--- src/hw/rtl/multilevel_queue_slot_scheduler_defines.svh ---
// Assertion macros for the multilevel queue slot scheduler.
`ifndef MULTILEVEL_QUEUE_SLOT_SCHEDULER_DEFINES_SVH
`define MULTILEVEL_QUEUE_SLOT_SCHEDULER_DEFINES_SVH

`ifndef NO_ASSERTIONS

// The consequent must hold in the same cycle as the antecedent.
`define MLQS_ASSERT_IMPLY(label, clk, rst, ante, cons) \
  label: assert property (@(posedge clk) disable iff (rst) (ante) |-> (cons)) \
    else $error("mlqs: same-cycle check failed");

// The consequent must hold in the cycle after the antecedent.
`define MLQS_ASSERT_NEXT(label, clk, rst, ante, cons) \
  label: assert property (@(posedge clk) disable iff (rst) (ante) |=> (cons)) \
    else $error("mlqs: next-cycle check failed");

`else

`define MLQS_ASSERT_IMPLY(label, clk, rst, ante, cons)
`define MLQS_ASSERT_NEXT(label, clk, rst, ante, cons)

`endif

`endif

--- src/hw/rtl/mlqs_pkg.sv ---
package mlqs_pkg;

  localparam logic KIND_ENQUEUE  = 1'b0;
  localparam logic KIND_DISPATCH = 1'b1;

  localparam logic [1:0] ST_ENQUEUED   = 2'd0;
  localparam logic [1:0] ST_DROPPED    = 2'd1;
  localparam logic [1:0] ST_DISPATCHED = 2'd2;
  localparam logic [1:0] ST_NONE       = 2'd3;

  typedef struct packed {
    logic        kind;
    logic [15:0] task_id;
    logic [2:0]  priority_req;
  } in_item_t;

  typedef struct packed {
    logic [1:0]  status;
    logic [15:0] task_out;
    logic [2:0]  level_out;
  } out_item_t;

endpackage

--- src/hw/rtl/mlqs_ram.sv ---
module mlqs_ram #(
  parameter int WIDTH = 16,
  parameter int DEPTH = 128
) (
  input  logic                     clk,
  input  logic                     we,
  input  logic [$clog2(DEPTH)-1:0] waddr,
  input  logic [WIDTH-1:0]         wdata,
  input  logic                     re,
  input  logic [$clog2(DEPTH)-1:0] raddr,
  output logic [WIDTH-1:0]         rdata
);

  logic [WIDTH-1:0] mem [DEPTH];

  always_ff @(posedge clk) begin
    if (we) begin
      mem[waddr] <= wdata;
    end
    if (re) begin
      rdata <= mem[raddr];
    end
  end

endmodule

--- src/hw/rtl/mlqs_level_table.sv ---
module mlqs_level_table #(
  parameter int NUM_PRIO    = 8,
  parameter int QUEUE_DEPTH = 16
) (
  input  logic                                    clk,
  input  logic                                    rst,
  input  logic                                    re,
  input  logic [$clog2(NUM_PRIO)-1:0]             raddr,
  output logic [$clog2(NUM_PRIO+1)+$clog2(QUEUE_DEPTH+1)
                + 2*$clog2(QUEUE_DEPTH)-1:0]      rdata,
  input  logic                                    we,
  input  logic [$clog2(NUM_PRIO)-1:0]             waddr,
  input  logic [$clog2(NUM_PRIO+1)+$clog2(QUEUE_DEPTH+1)
                + 2*$clog2(QUEUE_DEPTH)-1:0]      wdata
);

  localparam int LW = $clog2(NUM_PRIO);
  localparam int QW = $clog2(NUM_PRIO + 1);
  localparam int EW = QW + $clog2(QUEUE_DEPTH + 1) + 2 * $clog2(QUEUE_DEPTH);

  logic [NUM_PRIO-1:0] valid;
  logic                rd_valid;
  logic [LW-1:0]       rd_idx;
  logic [EW-1:0]       ram_q;
  logic [QW-1:0]       reset_quota;

  mlqs_ram #(
    .WIDTH(EW),
    .DEPTH(NUM_PRIO)
  ) u_ram (
    .clk  (clk),
    .we   (we),
    .waddr(waddr),
    .wdata(wdata),
    .re   (re),
    .raddr(raddr),
    .rdata(ram_q)
  );

  // A level never written since reset reads as empty with a full quota.
  always_ff @(posedge clk) begin
    if (rst) begin
      valid <= '0;
    end else if (we) begin
      valid[waddr] <= 1'b1;
    end
  end

  always_ff @(posedge clk) begin
    if (re) begin
      rd_valid <= valid[raddr];
      rd_idx   <= raddr;
    end
  end

  assign reset_quota = QW'(NUM_PRIO) - QW'(rd_idx);
  assign rdata = rd_valid ? ram_q : {reset_quota, (EW - QW)'(0)};

endmodule

--- src/hw/rtl/multilevel_queue_slot_scheduler.sv ---
// Multilevel queue slot scheduler. One transaction is accepted when start is
// high and busy is low; its single result appears on result for exactly one
// cycle with done high, and the receiver cannot stall it. An enqueue passes
// through S_ENQ before its result is registered; one to a level of NUM_PRIO
// or above is dropped, its result registered in the cycle after acceptance.
// A dispatch reads one level's state per cycle through the read port of the
// level table, starting at the rotating pointer, until a level holds a task,
// which S_FETCH then reads from the task store. Busy stays high until the
// result has been registered. No clearing pass is needed after reset.
`include "multilevel_queue_slot_scheduler_defines.svh"

module multilevel_queue_slot_scheduler #(
  parameter int NUM_PRIO    = 8,
  parameter int QUEUE_DEPTH = 16
) (
  input  logic                clk,
  input  logic                rst,
  input  logic                start,
  output logic                busy,
  input  mlqs_pkg::in_item_t  item,
  output logic                done,
  output mlqs_pkg::out_item_t result
);

  localparam int LW = $clog2(NUM_PRIO);
  localparam int QW = $clog2(NUM_PRIO + 1);
  localparam int FW = $clog2(QUEUE_DEPTH + 1);
  localparam int PW = $clog2(QUEUE_DEPTH);
  localparam int EW = QW + FW + 2 * PW;
  localparam int SD = NUM_PRIO * QUEUE_DEPTH;
  localparam int AW = $clog2(SD);

  typedef struct packed {
    logic [QW-1:0] quota;
    logic [FW-1:0] fill;
    logic [PW-1:0] tail;
    logic [PW-1:0] head;
  } lvl_entry_t;

  typedef enum logic [3:0] {
    S_IDLE  = 4'b0001,
    S_ENQ   = 4'b0010,
    S_SCAN  = 4'b0100,
    S_FETCH = 4'b1000
  } state_t;

  state_t              state, state_next;
  logic [LW-1:0]       cur_lvl, cur_lvl_next;
  logic [LW-1:0]       scan_cnt, scan_cnt_next;
  logic [LW-1:0]       start_level, start_level_next;
  logic [15:0]         task_q, task_q_next;
  logic                done_next;
  mlqs_pkg::out_item_t result_next;

  logic                lvl_re, lvl_we;
  logic [LW-1:0]       lvl_raddr;
  logic [EW-1:0]       lvl_rdata;
  lvl_entry_t          ent, ent_upd;

  logic                st_we, st_re;
  logic [AW-1:0]       st_waddr, st_raddr;
  logic [15:0]         st_rdata;

  function automatic logic [AW-1:0] store_addr(input logic [LW-1:0] l,
                                               input logic [PW-1:0] p);
    return AW'(AW'(l) * AW'(QUEUE_DEPTH)) + AW'(p);
  endfunction

  function automatic logic [PW-1:0] ptr_inc(input logic [PW-1:0] p);
    return (p == PW'(QUEUE_DEPTH - 1)) ? '0 : p + PW'(1);
  endfunction

  function automatic logic [LW-1:0] lvl_inc(input logic [LW-1:0] l);
    return (l == LW'(NUM_PRIO - 1)) ? '0 : l + LW'(1);
  endfunction

  mlqs_level_table #(
    .NUM_PRIO   (NUM_PRIO),
    .QUEUE_DEPTH(QUEUE_DEPTH)
  ) u_level_table (
    .clk  (clk),
    .rst  (rst),
    .re   (lvl_re),
    .raddr(lvl_raddr),
    .rdata(lvl_rdata),
    .we   (lvl_we),
    .waddr(cur_lvl),
    .wdata(ent_upd)
  );

  mlqs_ram #(
    .WIDTH(16),
    .DEPTH(SD)
  ) u_task_store (
    .clk  (clk),
    .we   (st_we),
    .waddr(st_waddr),
    .wdata(task_q),
    .re   (st_re),
    .raddr(st_raddr),
    .rdata(st_rdata)
  );

  assign ent  = lvl_entry_t'(lvl_rdata);
  assign busy = (state != S_IDLE);

  always_comb begin
    state_next       = state;
    cur_lvl_next     = cur_lvl;
    scan_cnt_next    = scan_cnt;
    start_level_next = start_level;
    task_q_next      = task_q;
    done_next        = 1'b0;
    result_next      = result;
    lvl_re           = 1'b0;
    lvl_raddr        = start_level;
    lvl_we           = 1'b0;
    ent_upd          = ent;
    st_we            = 1'b0;
    st_waddr         = store_addr(cur_lvl, ent.tail);
    st_re            = 1'b0;
    st_raddr         = store_addr(cur_lvl, ent.head);

    unique case (state)
      S_IDLE: begin
        if (start) begin
          task_q_next = item.task_id;
          if (item.kind == mlqs_pkg::KIND_ENQUEUE) begin
            if (32'(item.priority_req) >= NUM_PRIO) begin
              done_next   = 1'b1;
              result_next = '{status: mlqs_pkg::ST_DROPPED, task_out: 16'd0,
                              level_out: 3'd0};
            end else begin
              lvl_re       = 1'b1;
              lvl_raddr    = LW'(item.priority_req);
              cur_lvl_next = LW'(item.priority_req);
              state_next   = S_ENQ;
            end
          end else begin
            lvl_re        = 1'b1;
            lvl_raddr     = start_level;
            cur_lvl_next  = start_level;
            scan_cnt_next = '0;
            state_next    = S_SCAN;
          end
        end
      end

      S_ENQ: begin
        done_next  = 1'b1;
        state_next = S_IDLE;
        if (ent.fill >= FW'(QUEUE_DEPTH)) begin
          result_next = '{status: mlqs_pkg::ST_DROPPED, task_out: 16'd0,
                          level_out: 3'd0};
        end else begin
          st_we        = 1'b1;
          lvl_we       = 1'b1;
          ent_upd.tail = ptr_inc(ent.tail);
          ent_upd.fill = ent.fill + FW'(1);
          result_next  = '{status: mlqs_pkg::ST_ENQUEUED, task_out: 16'd0,
                           level_out: 3'd0};
        end
      end

      S_SCAN: begin
        if (ent.fill != '0) begin
          // Quotas reload the moment they run out, so a held level always
          // has at least one slot left here.
          st_re        = 1'b1;
          lvl_we       = 1'b1;
          ent_upd.head = ptr_inc(ent.head);
          ent_upd.fill = ent.fill - FW'(1);
          if (ent.quota == QW'(1)) begin
            ent_upd.quota    = QW'(NUM_PRIO) - QW'(cur_lvl);
            start_level_next = lvl_inc(start_level);
          end else begin
            ent_upd.quota = ent.quota - QW'(1);
          end
          state_next = S_FETCH;
        end else if (scan_cnt == LW'(NUM_PRIO - 1)) begin
          done_next   = 1'b1;
          result_next = '{status: mlqs_pkg::ST_NONE, task_out: 16'd0,
                          level_out: 3'd0};
          state_next  = S_IDLE;
        end else begin
          lvl_re        = 1'b1;
          lvl_raddr     = lvl_inc(cur_lvl);
          cur_lvl_next  = lvl_inc(cur_lvl);
          scan_cnt_next = scan_cnt + LW'(1);
        end
      end

      S_FETCH: begin
        done_next   = 1'b1;
        result_next = '{status: mlqs_pkg::ST_DISPATCHED, task_out: st_rdata,
                        level_out: 3'(cur_lvl)};
        state_next  = S_IDLE;
      end

      default: begin
        state_next = S_IDLE;
      end
    endcase
  end

  always_ff @(posedge clk) begin
    if (rst) begin
      state       <= S_IDLE;
      start_level <= '0;
      done        <= 1'b0;
    end else begin
      state       <= state_next;
      start_level <= start_level_next;
      done        <= done_next;
    end
  end

  always_ff @(posedge clk) begin
    cur_lvl  <= cur_lvl_next;
    scan_cnt <= scan_cnt_next;
    task_q   <= task_q_next;
    result   <= result_next;
  end

  `MLQS_ASSERT_NEXT(a_fetch_reports, clk, rst, state == S_FETCH, done && result.status == mlqs_pkg::ST_DISPATCHED)
  `MLQS_ASSERT_IMPLY(a_quota_live, clk, rst, state == S_SCAN && ent.fill != '0, ent.quota != '0)
  `MLQS_ASSERT_IMPLY(a_fill_bound, clk, rst, state == S_ENQ || state == S_SCAN, ent.fill <= FW'(QUEUE_DEPTH))
  `MLQS_ASSERT_NEXT(a_busy_no_accept, clk, rst, busy && !done, !(done && result.status == mlqs_pkg::ST_ENQUEUED && $past(state) == S_IDLE))

endmodule

--- config.mk ---
export PLATFORM = sky130hd
export DESIGN_NAME = multilevel_queue_slot_scheduler
export DESIGN_NICKNAME = d
export VERILOG_FILES = /design/src/hw/rtl/mlqs_pkg.sv /design/src/hw/rtl/mlqs_ram.sv /design/src/hw/rtl/mlqs_level_table.sv /design/src/hw/rtl/multilevel_queue_slot_scheduler.sv
export VERILOG_INCLUDE_DIRS = /design/src /design/src/hw/rtl
export SDC_FILE = /design/constraint.sdc
export NUM_CORES = 2
export LEC_CHECK = 0
export ABC_AREA = 1
export BUFFER_PORTS_ARGS = -buffer_cell sky130_fd_sc_hd__buf_2
export CORE_MARGIN = 2
export CORE_UTILIZATION = 60
export CTS_BUF_LIST = sky130_fd_sc_hd__clkbuf_4
export DETAILED_ROUTE_END_ITERATION = 12
export PLACE_DENSITY = 0.74
export SLEW_MARGIN = 20
export SYNTH_ARGS = -nofsm -noshare
export SYNTH_HDL_FRONTEND = slang
export SYNTH_SLANG_ARGS = --single-unit
--- constraint.sdc ---
create_clock -name clk -period 7.7 [get_ports clk]
set_clock_uncertainty 0.2 [all_clocks]
set_input_delay 0.385 -clock clk [delete_from_list [all_inputs] [get_ports clk]]
set_output_delay 0.385 -clock clk [all_outputs]
set_load 0.01 [all_outputs]
# After elaboration in Yosys (flattened, before gate mapping)
# Memory sizes are Yosys's and may differ from the RTL's. A register that Yosys moved wholly into a read port is not among the register bits.
# Index checks and enable logic that the tools add are counted.
# totals
register_bits	63
output_inout_bits	23
memories	2
ramBits	2184
input_bits	23
# classes
bitwise	1
addsub	12
n_mux	56
n_reduce_logical	11
n_eq_ne	17
n_lt_le_gt_ge	4
# mem_list
memory	depth	word_bits	read_ports	rd_clocked_by_memory_dff	write_ports	line	rtl
u_task_store.mem	128	16	1	1	1	mlqs_ram.sv:14	logic [WIDTH-1:0] mem [DEPTH];
u_level_table.u_ram.mem	8	17	1	1	1	mlqs_ram.sv:14	
# ops
cell	count
one-hot mux 21 bit (3 select lines)	1
two-way mux 21 bit	2
two-way mux 3 bit	14
two-way mux 4 bit	10
two-way mux 20 bit	1
two-way mux 9 bit	2
one-hot mux 3 bit (2 select lines)	3
two-way mux 17 bit	1
two-way mux 1 bit	15
adder 7 x 4 -> 7 bit	2
== test 4 bit, second input constant	3
inequality test 2 bit, second input constant	5
one-hot mux 5 bit (2 select lines)	1
adder 3 x 1 -> 3 bit, second input constant	3
== test 3 bit, second input constant	3
adder 4 x 1 -> 4 bit, second input constant	2
== test 4 x 1 -> 1 bit, second input constant	2
< comparator 3 x 4 -> 1 bit, second input constant	2
OR 8 bit	1
one-hot mux 4 bit (2 select lines)	1
subtractor 4 x 3 -> 4 bit, first input constant	2
one-hot mux 1 bit (2 select lines)	3
AND reduction 3 bit	2
adder 5 x 1 -> 5 bit, second input constant	1
other kinds (18)	19

# Logic depth before layout (Yosys ltp)
# logic_depth
depth_word	7
mapped_depth	17

# Cells and area by module
# Synthesis repeated with hierarchy kept, for this count alone.
# unflattened
cells_unflattened	7843
hier_area_um2	92995.4
# by_module_without_submodules
mod	seq_area_each_um2	area_each_um2	instances	cells_each
mlqs_ram (u_task_store)	61979.4	82988.3	1	6793
mlqs_ram (u_level_table.u_ram)	4594.4	6502.5	1	623
multilevel_queue_slot_scheduler	1451.4	2802.7	1	317
mlqs_level_table	280.3	701.9	1	110

# Worst setup path after synthesis
# OpenSTA, ideal clock, no wires.
# synth_path
path_type	reg-to-reg
start	reg u_level_table.rd_valid
end	mem u_level_table.u_ram.mem[0][13] (netlist bit) (data pin)
synth_period_minus_slack_ps	3001
path_stages_with_launch	10
setup_ps	351
required_ps	7149
slack_ps	4699
arrival_time_ps	2449
cell_sequence	edfxtp_1 > buf_6 > buf_2 > nand2_1 > ha_1 > nand3_2 > nor2_4 > nor2_2 > clkbuf_1 > o21ai_0
# synth_rtl
element	line	rtl
start: declaration	mlqs_level_table.sv:22	logic rd_valid;
start signal: assignment	mlqs_level_table.sv:51	rd_valid <= valid[raddr];
end: declaration	mlqs_ram.sv:14	

# Worst setup path in the final report
# layout_path
start	reg u_level_table.rd_valid
end	reg u_task_store.rdata[15], read port of u_task_store.mem (data pin)
# layout_via
elab_chain_len	4
word_cells_on_any_way	5
cone_classes	add/sub (1); mux (3); reduce/logical (1)
# layout_lines
element	line	rtl
two-way mux 17 bit *	mlqs_level_table.sv:57	assign rdata = rd_valid ? ram_q : {reset_quota, (EW - QW)'(0)};
branches (longest 3 deep; another with adder 7 x 4 -> 7 bit)	--	
end: declaration	mlqs_ram.sv:11	output logic [WIDTH-1:0] rdata
# Every way passes the cells marked *.
# A chain may end at the register's enable or synchronous reset.

==> run metrics <==
outcome completed; Worst Setup SP u_level_table.rd_valid; slowest stage delay, CP 0.86 ns; GR Overflow Total 0; vias per inst 5.936; Num CTS Buffers 581; worst rel slew slack 21.97%; synth warn 0; Slew Viols, Final 0; vias post-DR 65710; # Max-Cap Violations 0; CTS tree yes; Syn Std Cell Area 94800 um2; Peak supply drop 197.9 uV; Max Freq 214.9 MHz; # IOs 46; WP data arrival 5.61 ns; Final period util 60.44%; Min-Delay Endpoint task_q[6]; clk sink count 2280; H-tree levels 6; ANT nets after route 0; vias in the first global route 63280; core region area 156600 um2; cell family contributing the most delay on the critical path buffers and inverters; Die X 401.5 um; minimum clock period 4.654 ns; async set or reset register ratio after synthesis 0%; HP Start item[9]; # fillers 11130; initial antenna violation count 10; first-pass GRT wire length 387600 um; most frequent CP cell nand3_1; routability cong. 0.8936; Iter 0 DRT Violations 9885; Routed Wire Length 261500 um; Die Height 401.5 um; busiest metal layer after global routing met2; Reg-to-Reg End u_task_store.rdata[15]; Wirelength per Cell 23.62 um; RR Startpoint u_level_table.rd_valid; fin nets 8685; post-DP HPWL 141500 um; Final Util 66.85%; area grow syn2layout 10.41%; RSZ-0062 raised after global routing no; largest net degree at the start of global routing 227; setup slack, reg-to-reg 3.05 ns; Initial DRT Pass Iterations 7; clk root buf clkbuf_4; #FFs+latches synth 2280; crit start category flop; PostCTS Resize Cnt 0; Worst Setup End Kind flop; clk buf depth 4; total power after layout 26.89 mW; Main synth FF type edfxtp_1; Final setup viols 0; Gate Count Post-Synth 8210; Worst Path Required 8.65 ns; final hold slack 0.1266 ns; GR Layer Usage met2 49.03%; grt met3 use 8.572%; die area 161200 um2; Power Density 256.9 nW/um2; PortBufs 45; post-synthesis cell type count 41; leakage power 39.82 nW; routing usage on met1 42.84%; min-delay worst type input port to flop; Initial Util 60.55%; layout cells sized above 1 13.16%; Post-synth EDFFs 2264; Clk pin slew, worst setup/hold paths 0.06 ns; Final Hold Viols 0; slew at the pin closest to its max-slew limit 1.158 ns; Worst Path Buf+Inv 4; Cell Rows 145; critical path's slowest cell buf_4; Clock Latency Late Sink 1.43 ns; Worst Path Max Fanout 128; reg2reg path depth 13; hold depth 3; Mapped Nets 8247; setup total negative slack 0 ns; WS Path Type flop to flop; register area share after synthesis 72.05%; syn avg cell area 11.55 um2; # DRC 0; worst-path cell chain buf_4 > nand2_8 > buf_12 > buf_4 > nor2_1 > o21ai_0 > nand3_1 > nand3_1 > nand3_1 > nand3_1 > nand2_1 > inv_1 > nand2_1; GRT Total Usage 32.15%
how the worst max path moves through the flow:
stage	end	slack [ns]	depth (start not counted)
2_1_floorplan	u_level_table.u_ram.mem[0][13]	4.70	9
6_report	u_task_store.rdata[15]	3.05	13
5_1_grt	u_task_store.rdata[14]	3.03	15
3_5_place_dp	u_level_table.u_ram.mem[3][15]	2.68	10
4_1_cts	u_level_table.u_ram.mem[3][0]	2.66	10
3_3_place_gp	u_level_table.u_ram.mem[3][15]	2.76	10
what timing repair did:
| item | 4_1_cts | 5_1_grt |
|---|---|---|
| endpoints found under the setup margin | 0 | 0 |
| endpoints found under the hold margin | 98 | 0 |
| hold buffers | 59 | 0 |
| setup buffers | 0 | 0 |
through the flow:
stage / instances / area (um2) / setup slack (ns)
after floorplan: 8210 / 94800 / 4.699
after detailed placement: 10060 / 97240 / 2.684
after global placement: 10060 / 97240 / 2.755
final: 11070 / 104700 / 3.046
after CTS: 11060 / 104600 / 2.658
after global routing: 11060 / 104700 / 3.034
report_power, final:
group / internal (mW) / leakage, nW / total [mW] / switching [mW]
combinational: 0.743 / 15.2 / 3.19 / 2.45
sequential: 13.9 / 20.5 / 13.9 / 0.0369
clock: 5.10 / 4.09 / 9.79 / 4.69
total: 19.7 / 39.8 / 26.9 / 7.18
cell usage after synthesis (2+ instances only):
| cell type | number | share of area [%] |
|---|---|---|
| a21oi_1 | 56 | 0.30 |
| a31oi_1 | 2 | 0.013 |
| buf_1 | 34 | 0.13 |
| buf_2 | 247 | 1.3 |
| buf_4 | 24 | 0.19 |
| buf_6 | 20 | 0.24 |
| clkbuf_1 | 148 | 0.59 |
| dfxtp_1 | 16 | 0.34 |
| edfxtp_1 | 2264 | 72 |
| ha_1 | 14 | 0.18 |
| inv_1 | 846 | 3.3 |
| inv_2 | 8 | 0.032 |
| nand2_1 | 1440 | 5.7 |
| nand2_2 | 5 | 0.033 |
| nand2_4 | 2 | 0.024 |
| nand3_1 | 537 | 2.8 |
| nand3_2 | 3 | 0.032 |
| nand3_4 | 2 | 0.037 |
| nand4_1 | 75 | 0.49 |
| nor2_1 | 1238 | 4.9 |
| nor2_2 | 4 | 0.026 |
| nor3_1 | 4 | 0.021 |
| o211ai_1 | 346 | 2.7 |
| o211ai_2 | 2 | 0.026 |
| o21ai_0 | 733 | 3.9 |
| o21ai_1 | 77 | 0.41 |
| o22ai_1 | 11 | 0.073 |
| o31ai_1 | 7 | 0.055 |
| or2_1 | 5 | 0.033 |
| or2_2 | 22 | 0.15 |
| xor2_1 | 8 | 0.074 |
routing by layer:
| layer | share of wire [%] | vias up |
|---|---|---|
| li1 | - | 29460 |
| met1 | 36 | 31140 |
| met2 | 46 | 4384 |
| met3 | 13 | 717 |
| met4 | 5.0 | 10 |
| met5 | 0.021 | - |
registers in the layout (all words and copies together), names as in the netlist:
signal and flops:
cur_lvl 3, done 1, result 21, scan_cnt 3, start_level 3, state 4
task_q 16, u_level_table.rd_idx 3, u_level_table.rd_valid 1, u_level_table.u_ram.mem 136, u_level_table.u_ram.rdata 17, u_level_table.valid 8
u_task_store.mem 2048, u_task_store.rdata 16
cells in the final DEF, fill, tap and decap left out, types with 59 or more instances in the layout:
cell type / Yosys / final
edfxtp_1: 2264 / 2264
nand2_1: 1440 / 1438
nor2_1: 1238 / 1228
inv_1: 846 / 846
clkbuf_4: 0 / 822
o21ai_0: 733 / 731
nand3_1: 537 / 535
o211ai_1: 346 / 346
buf_4: 24 / 209
clkinv_1: 0 / 85
o21ai_1: 77 / 79
nand4_1: 75 / 75
dlygate4sd3_1: 0 / 59
worst register-to-register path: cells and delay by family (launching register included):
family,cells,cell delay (ns)
AND/OR/NAND/NOR,8,1.64
buffers and inverters,4,2.13
flip-flops,1,0.35
AO/OA/AOI/OAI,1,0.11
kinds of logic after synthesis:
| family | synth area share [%] |
|---|---|
| XOR/XNOR | 0.07391 |
| adder cells (fa/ha/maj) | 0.1848 |
| AO/OA/AOI/OAI | 7.522 |
| multiplexers | 0.01056 |
| flip-flops | 72.05 |
| AND/OR/NAND/NOR | 14.31 |
| buffers and inverters | 5.844 |
area by class of cell:
cell class | count | area [um2] | share of cell area [%]
clock buffers | 822 | 6171 | 5.895
clock inverters | 111 | 611.8 | 0.5845
flip-flops and latches | 2280 | 68310 | 65.26
diodes | 15 | 37.54 | 0.03586
repair buffers | 329 | 2696 | 2.576
multi-input cells | 4601 | 21050 | 20.11
inverters | 855 | 3224 | 3.080
well taps | 2058 | 2575 | 2.460
Power figures use the tool's default switching activity.
